File: src/design/price_level_book_top_metrics_unit_defines.svh
// assertion macros shared by the book modules
`ifndef PRICE_LEVEL_BOOK_TOP_METRICS_UNIT_DEFINES_SVH
`define PRICE_LEVEL_BOOK_TOP_METRICS_UNIT_DEFINES_SVH

`ifndef ASSERT_OFF
`define PLBTM_ASSERT(lbl, prop, msg) \
  lbl: assert property (@(posedge clk) disable iff (rst) prop) else $error(msg);
`define PLBTM_ASSERT_NEVER(lbl, expr, msg) \
  lbl: assert property (@(posedge clk) disable iff (rst) !(expr)) else $error(msg);
`else
`define PLBTM_ASSERT(lbl, prop, msg)
`define PLBTM_ASSERT_NEVER(lbl, expr, msg)
`endif

`endif

File: src/design/plbtm_pkg.sv
package plbtm_pkg;

  localparam int LEVELS_DEF = 64;
  localparam int PRICE_W    = 32;
  localparam int QTY_W      = 48;
  localparam int SIZE_W     = 47;
  localparam int SPREAD_W   = 33;
  localparam int IMB_W      = 16;
  localparam int IMB_FRAC   = 15;
  localparam int DIV_CW     = $clog2(IMB_FRAC + 1);

  typedef enum logic [2:0] {
    ST_IDLE,
    ST_LOOK,
    ST_APPLY,
    ST_TOP,
    ST_DIV,
    ST_FIN
  } state_t;

  typedef struct packed {
    logic latch;
    logic look;
    logic apply;
    logic top;
    logic load;
  } cmd_t;

  typedef struct packed {
    logic div_done;
  } stat_t;

endpackage

File: src/design/plbtm_ctrl.sv
`include "price_level_book_top_metrics_unit_defines.svh"

module plbtm_ctrl (
  input  logic              clk,
  input  logic              rst,
  input  logic              in_valid,
  output logic              in_ready,
  output logic              out_valid,
  input  logic              out_ready,
  output plbtm_pkg::cmd_t   cmd,
  input  plbtm_pkg::stat_t  stat
);
  import plbtm_pkg::*;

  state_t state, state_next;
  logic   out_valid_next;

  always_ff @(posedge clk) begin
    if (rst) begin
      state     <= ST_IDLE;
      out_valid <= 1'b0;
    end else begin
      state     <= state_next;
      out_valid <= out_valid_next;
    end
  end

  always_comb begin
    state_next = state;
    cmd        = '0;
    in_ready   = 1'b0;
    case (state)
      ST_IDLE: begin
        in_ready = 1'b1;
        if (in_valid) begin
          cmd.latch  = 1'b1;
          state_next = ST_LOOK;
        end
      end
      ST_LOOK: begin
        cmd.look   = 1'b1;
        state_next = ST_APPLY;
      end
      ST_APPLY: begin
        cmd.apply  = 1'b1;
        state_next = ST_TOP;
      end
      ST_TOP: begin
        cmd.top    = 1'b1;
        state_next = ST_DIV;
      end
      ST_DIV: begin
        if (stat.div_done) begin
          state_next = ST_FIN;
        end
      end
      ST_FIN: begin
        // output register free or emptied by this transfer
        if (!out_valid || out_ready) begin
          cmd.load   = 1'b1;
          state_next = ST_IDLE;
        end
      end
      default: begin
        state_next = ST_IDLE;
      end
    endcase
  end

  assign out_valid_next = cmd.load ? 1'b1 : (out_ready ? 1'b0 : out_valid);

  `PLBTM_ASSERT(a_load_free, cmd.load |-> (!out_valid || out_ready), "result overwritten")
  `PLBTM_ASSERT(a_rise_fin, $rose(out_valid) |-> $past(state == ST_FIN), "result without finish")
  `PLBTM_ASSERT(a_one_item, (in_valid && in_ready) |=> !in_ready, "second item taken early")

endmodule

File: config.mk
export PLATFORM = sky130hd
export DESIGN_NAME = plbtm_ctrl
export DESIGN_NICKNAME = d
export VERILOG_FILES = /design/src/design/plbtm_pkg.sv /design/src/design/plbtm_ctrl.sv
export VERILOG_INCLUDE_DIRS = /design/src /design/src/design
export SDC_FILE = /design/constraint.sdc
export NUM_CORES = 1
export LEC_CHECK = 0
export BUFFER_PORTS_ARGS = -buffer_cell sky130_fd_sc_hd__buf_4
export CAP_MARGIN = 20
export CORE_AREA = 2 2 39 41
export DETAILED_ROUTE_END_ITERATION = 8
export DIE_AREA = 0 0 41 43
export PLACE_DENSITY = 0.39
export SETUP_SLACK_MARGIN = 0.3
export SYNTH_ARGS = -nofsm -noshare
export SYNTH_HDL_FRONTEND = slang
export SYNTH_SLANG_ARGS = --single-unit
File: constraint.sdc
create_clock -name clk -period 2.9 [get_ports clk]
set_input_delay 0.58 -clock clk [delete_from_list [all_inputs] [get_ports clk]]
set_output_delay 0.58 -clock clk [all_outputs]
set_load 0.02 [all_outputs]
==> out/qor.yml, run 1 <==
status: "finished, final reports clean"
r2r_start: "state[2]"
rr_worst_depth: 3
firstDrtPassIters: 2
wire_per_inst_um: 9.75
wirelength_um: 517
yosysUniqueCellTypes: 18
peakVddDrop_mv: 0.214
syn_to_final_growth_pct: 40.1
internal_power_uw: 135
nFillCells: 148
maxCapViolCount: 0
hold_ws_ns: 0.543
cts.sink_count: 4
ys_ff_latch: 4
yosys.area.top_type: "dfxtp_1"
layout-drive-gt1-share_pct: 43.2
clock_path_buffers: 2
worstMarginPinSlew_ns: 0.295
synth_edf_count: 0
post-route-cell-area_um2: 337
async_flop_share_pct: 0
synthFlopType: "dfxtp_1"
fin_crit_sh_pct: 60.3
hold_path_end: "out_valid"
fin_cells: 53
cts_buffers: 3
io_pins: 12
yosysMostFrequentCell: "dfxtp_1"
gr-total-overflow: 0
vias: 206
viasPerCell: 3.89
cp_cell_sequence: "nor3_1 > and2_1 > buf_4"
grt_pass1_wl_um: 924
postCtsSetupBuffers: 0
report.final.hold_viol_count: 0
slowest_stage: "dfxtp_1"
rsz0062_at_grt: "no"
worstPathRequired_ns: 2.32
setup_violations: 0
yosys-top-cells-area: "dfxtp_1, nor3_1, nor3b_1, nand2b_4, nand2b_1"
sequentialPowerShare_pct: 36.6
cp_slowest_stage_delay_ns: 0.38
die_area_mm2: 0.00176
hold_depth: 2
synth_seq_area_share_pct: 33.3
power_density_mw_per_mm2: 565
synth_cells: 27
clockRootBuffer: "clkbuf_4"
finClkSkew_ns: 0.00304
p_leak_nw: 0.141
critPathKind: "register to output pin"
io_buffers: 11
die_y_um: 43
fmax_mhz: 572
syn-num-nets: 32
fp.coreArea_mm2: 0.00138
dpl_cell_area_um2: 314
gp_congestion: 0.630
ys_warn_count: 0
rrSetupSlack_ns: 1.78
nets: 44
clk_pin_slew_ns: 0.04
slew_viol_final: 0
placedCellCount: 50
die_w_um: 41
yosys-top-cells-count: "dfxtp_1, nor3_1"
pwr-share-comb_pct: 28.6
dp_hpwl_um: 386
swShare_pct: 28.9
postCtsHoldBufs: 0
num_rows: 14
grt_usage_pct: 8.22
pwr-share-clk_pct: 34.8
diodes: 0
crit_fanout: 9
antenna_found_initial: 0
maxSlewHeadroom_pct: 80.3
fin_crit_ns: 1.75
cts-htree-levels: 1
grt_max_degree: 10
crit_path_end_kind: "output pin"
finalCoreUtilization_pct: 24.3
grt_pass1_vias: 231
initial_core_util_pct: 17.4
min_from: "out_valid"
insertion_delay_ns: 0.23
cp.arrival_ns: 1.17
yosysTopAreaCellShare_pct: 33.3
p_switching_uw: 54.9
avgSynthCellArea_um2: 8.90
reg2reg_to: "state[0]"
first_iter_violations: 1
ant_nets: 0
hold_path_class: "register to register"
tns_ns: 0
start_kind: "register"
drc: 0
cts_tree: "yes"
cts-resized-gates: 0
netlist_area_um2: 240
[area by class of cell]
| cell class | instances | area (µm²) | share of cell area (%) |
|---|---|---|---|
| Multi-Input combinational cell | 19 | 131 | 39.0 |
| Timing Repair Buffer | 11 | 82.6 | 24.5 |
| Sequential cell | 4 | 80.1 | 23.8 |
| Clock buffer | 3 | 22.5 | 6.69 |
| Tap cell | 16 | 20.0 | 5.95 |
[worst max path at each step]
stage | to | start | slack, ns
5_1_grt | cmd[4] | state[2] | 1.02
3_5_place_dp | cmd[0] | out_ready | 1.17
4_1_cts | cmd[4] | state[2] | 1.14
6_report | cmd[4] | state[2] | 1.15
2_1_floorplan | cmd[4] | state[2] | 1.02
3_3_place_gp | cmd[0] | out_ready | 1.16
[sequential cells by signal (all words and copies together) (netlist names)]
register and flops:
out_valid 1, state 3
[cell usage in the layout (no fill, tap or decap)]
| cell type | count |
|---|---|
| a2111o_1 | 1 |
| a21oi_1 | 2 |
| and2_1 | 1 |
| buf_4 | 11 |
| clkbuf_4 | 3 |
| dfxtp_1 | 4 |
| nand2_1 | 1 |
| nand2b_1 | 2 |
| nand2b_4 | 1 |
| nand3b_1 | 1 |
| nor2_1 | 1 |
| nor2b_1 | 1 |
| nor3_1 | 3 |
| nor3b_1 | 2 |
| o21ba_2 | 1 |
| o31ai_1 | 1 |
| xnor2_1 | 1 |
[power by group through the flow]
| stage | logic, mW | registers [mW] | clock network (mW) |
|---|---|---|---|
| after CTS | 0.0552 | 0.0694 | 0.0708 |
| after detailed placement | 0.0549 | 0.0703 | 0 |
| after floorplan | 0.0449 | 0.0618 | 0 |
| after global routing | 0.0583 | 0.0709 | 0.0796 |
| final | 0.0544 | 0.0696 | 0.0661 |
| after global placement | 0.0536 | 0.0696 | 0 |
[cells by family after synthesis]
family                 synth area share (%)
AO/OA/AOI/OAI                          16.1
XOR/XNOR                               3.65
buffers and inverters                  12.0
flip-flops                             33.3
AND/OR/NAND/NOR                        34.9
[metal layers]
layer | routed length, µm | GRT usage [%]
met1 | 228 | 10.3
met2 | 235 | 8.75
met3 | 54 | 3.66
met4 | 0 | 10.0
met5 | 0 | 0
[critical path: cells and delay by family (launching register included)]
kind,cells,cell delay (ns)
buffers and inverters,1,0.13
DFF,1,0.38
and+or+nand+nor,2,0.43
[per-stage QoR]
stage                     worst slack [ns]  total power, mW
after floorplan                       1.02            0.107
after global placement                1.16            0.123
after detailed placement              1.17            0.125
after CTS                             1.14            0.195
after global routing                  1.02            0.209
final                                 1.15            0.190
Note: power is estimated with default switching activity, not from simulation.
==> run 2: changes to the inputs <==
--- a/config.mk
+++ b/config.mk
@@ -6,12 +6,13 @@
 export SDC_FILE = /design/constraint.sdc
 export NUM_CORES = 1
 export LEC_CHECK = 0
+export ABC_AREA = 1
 export BUFFER_PORTS_ARGS = -buffer_cell sky130_fd_sc_hd__buf_4
 export CAP_MARGIN = 20
 export CORE_AREA = 2 2 39 41
 export DETAILED_ROUTE_END_ITERATION = 8
 export DIE_AREA = 0 0 41 43
-export PLACE_DENSITY = 0.39
+export PLACE_DENSITY = 0.41
 export SETUP_SLACK_MARGIN = 0.3
 export SYNTH_ARGS = -nofsm -noshare
 export SYNTH_HDL_FRONTEND = slang
==> constraint.sdc (replaced) <==
create_clock -name clk -period 1.5 [get_ports clk]
set_input_delay 0.3 -clock clk [delete_from_list [all_inputs] [get_ports clk]]
set_output_delay 0.3 -clock clk [all_outputs]
set_load 0.02 [all_outputs]
==> run 2 against run 1 <==
Compared with the run above:
- count of clock-buffer cells in the layout unchanged
- largest power group is now combinational cells
- global-route usage is 1.1 points higher
- sequential share of layout area decreased by 4.9 points
- die area is the same
- non-clock buffer count rose by 5
- critical path depth rose by 1
- via count up 46%
- clock power increased by 110%
==> out/qor.yml, run 2 <==
grt_pass1_wl_um: 1010  # was 924 µm
nets: 65  # was 44
yosys-top-cells-area: "dfxtp_1, inv_1, nor2_1, nand2_1, nand3_1"  # was dfxtp_1, nor3_1, nor3b_1, nand2b_4, nand2b_1
ant_nets: 0  # unchanged
clock_path_buffers: 2  # unchanged
diodes: 0  # unchanged
final_cell_mix: "buf_4, inv_1, nand2_1, buf_6, nand3_1"  # was buf_4, dfxtp_1, nor3_1, clkbuf_4
cts-htree-levels: 1  # unchanged
yosysTopAreaCellShare_pct: 32.0  # was 33.3%
path_common_cell: "buf_6"
antenna_found_initial: 0  # unchanged
postCtsHoldBufs: 0  # unchanged
final_common_cell: "buf_4"  # unchanged
tns_ns: 0  # unchanged
yosysUniqueCellTypes: 13  # was 18
post-route-cell-area_um2: 484  # was 337 µm²
fin_ws_ns: 0.153  # was 1.15 ns
nFillCells: 157  # was 148
hold_ws_ns: 0.233  # was 0.543 ns
crit_path_end_kind: "output pin"  # unchanged
netlist_area_um2: 250  # was 240 µm²
layout-drive-gt1-share_pct: 58.6  # was 43.2%
fin_crit_sh_pct: 89.8
num_rows: 14  # unchanged
gr-total-overflow: 0  # unchanged
status: "finished, final reports clean"  # unchanged
firstDrtPassIters: 4  # was 2
grt_usage_pct: 9.35  # was 8.22%
cp_cell_sequence: "buf_6 > nand2_1 > nor2_2 > buf_6"  # was nor3_1 > and2_1 > buf_4
power_density_mw_per_mm2: 1070  # was 565 mW/mm²
dpl_cell_area_um2: 349  # was 314 µm²
cts_buffers: 3  # unchanged
finClkSkew_ns: 0.00561  # was 0.00304 ns
synth_seq_area_share_pct: 32.0  # was 33.3%
dp_hpwl_um: 444  # was 386 µm
largest_reg_flops: 3  # unchanged
place_ws_ns: 0.255  # was 1.17 ns
setup_violations: 0  # unchanged
first_iter_violations: 1  # unchanged
maxCapViolCount: 0  # unchanged
clockRootBuffer: "clkbuf_4"  # unchanged
synth_cells: 41  # was 27
syn_to_final_growth_pct: 93.5  # was 40.1%
worstPathRequired_ns: 1.20  # was 2.32 ns
cts.sink_count: 4  # unchanged
grt_pass1_vias: 263  # was 231
cp.arrival_ns: 1.05  # was 1.17 ns
p_leak_nw: 0.226  # was 0.141 nW
synthFlopType: "dfxtp_1"  # unchanged
drc: 0  # unchanged
wire_per_inst_um: 8.58  # was 9.75 µm
fp.coreArea_mm2: 0.00138  # unchanged
cp_slowest_stage_delay_ns: 0.37  # was 0.38 ns
initial_core_util_pct: 18.1  # was 17.4%
slowest_stage: "dfxtp_4"  # was dfxtp_1
viasPerCell: 4.07  # was 3.89
top_register: "state"  # unchanged
cts_tree: "yes"  # unchanged
io_buffers: 11  # unchanged
maxSlewHeadroom_pct: 87.4  # was 80.3%
gp_congestion: 0.605  # was 0.630
syn-num-nets: 46  # was 32
worstMarginPinSlew_ns: 0.188  # was 0.295 ns
die_area_mm2: 0.00176  # unchanged
peakVddDrop_mv: 0.421  # was 0.214 mV
async_flop_share_pct: 0  # unchanged
rsz0062_at_grt: "yes"  # was no
yosys.area.top_type: "dfxtp_1"  # unchanged
ys_warn_count: 0  # unchanged
io_pins: 12  # unchanged
synth_edf_count: 0  # unchanged
r2r_start: "state[0]"  # was state[2]
fmax_mhz: 742
hold_path_class: "input port to register"  # was register to register
startpoint: "state[0]"  # was state[2]
wirelength_um: 635  # was 517 µm
finalCoreUtilization_pct: 35.0  # was 24.3%
vias: 301  # was 206
report.final.hold_viol_count: 0  # unchanged
rrSetupSlack_ns: 0.46  # was 1.78 ns
critPathKind: "register to output pin"  # unchanged
slew_viol_final: 0  # unchanged
reg_top3: "state: 3 flops, out_valid: 1 flops"  # unchanged
clk_pin_slew_ns: 0.04  # about the same
yosys-top-cells-count: "inv_1, nor2_1, nand2_1"  # was dfxtp_1, nor3_1
ys_ff_latch: 4  # unchanged
crit_fanout: 3  # was 9
start_kind: "register"  # unchanged
avgSynthCellArea_um2: 6.10  # was 8.90 µm²
min_from: "rst"  # was out_valid
insertion_delay_ns: 0.24  # was 0.23 ns
die_y_um: 43  # unchanged
die_w_um: 41  # unchanged
fin_crit_ns: 1.35
grt_max_degree: 12  # was 10
## run 2: changes by cell type after synthesis, moves of 4 or more
| cell | delta |
|---|---|
| nand3_1 | +4 |
| nor2_1 | +7 |
| inv_1 | +8 |
| nand2_1 | +5 |
## run 2: what timing repair did
item | CTS | global route
pin swaps | 4 | 5
setup endpoints to repair | 6 | 6
gates resized for setup | 13 | 11
setup buffers | 4 | 1
## run 2: cell type report
cell class	instances	area, µm²	area share [%]
multi-input cells	26	175	36.2
clock buffers	3	22.5	4.65
flip-flops and latches	4	91.3	18.9
well taps	16	20.0	4.13
repair buffers	16	139	28.7
inverters	9	36.3	7.49
## run 2: critical path, delay by kind of cell, from the launching register on
| family | cells | cell delay (ns) |
|---|---|---|
| AND/OR/NAND/NOR | 2 | 0.20 |
| flip-flops | 1 | 0.37 |
| buffers and inverters | 2 | 0.24 |
## run 2: path summary, 6_finish.rpt
kind | to | cells past startpoint
setup / recovery | cmd[1] | 4
hold / removal | state[2] | 2
setup reg to reg | state[2] | 6
hold reg to reg | state[1] | 3
## run 2: cells by family (layout without fill, tap and decap cells)
kind of cell / after synthesis / count (layout) / share of synthesized area (%)
buffers and inverters: 11 / 28 / 21.0
DFF: 4 / 4 / 32.0
and+or+nand+nor: 23 / 23 / 40.0
AOI/OAI and AO/OA: 3 / 3 / 7.00
## run 2: metal layers
layer  wire (µm)  vias up  GRT usage [%]  share of wire, %
li1            -      159              -                 -
met1         224      131           9.68                35
met5           0        -              0                 0
met2         361        9           12.2                57
met4           8        0           10.0               1.3
met3          40        2           4.71               6.3
## run 2: stage by stage
stage          cells  power [mW]
2_1_floorplan     41       0.245
3_3_place_gp      66       0.303
3_5_place_dp      66       0.301
4_1_cts           73       0.493
5_1_grt           74       0.561
6_report          74       0.518
## run 2: where the power goes
part | internal [mW] | total (mW) | switching [mW] | leakage [nW]
Sequential | 0.123 | 0.153 | 0.0308 | 0.0348
Combinational | 0.114 | 0.229 | 0.114 | 0.177
Clock | 0.0897 | 0.136 | 0.0466 | 0.0138
Total | 0.327 | 0.518 | 0.192 | 0.226
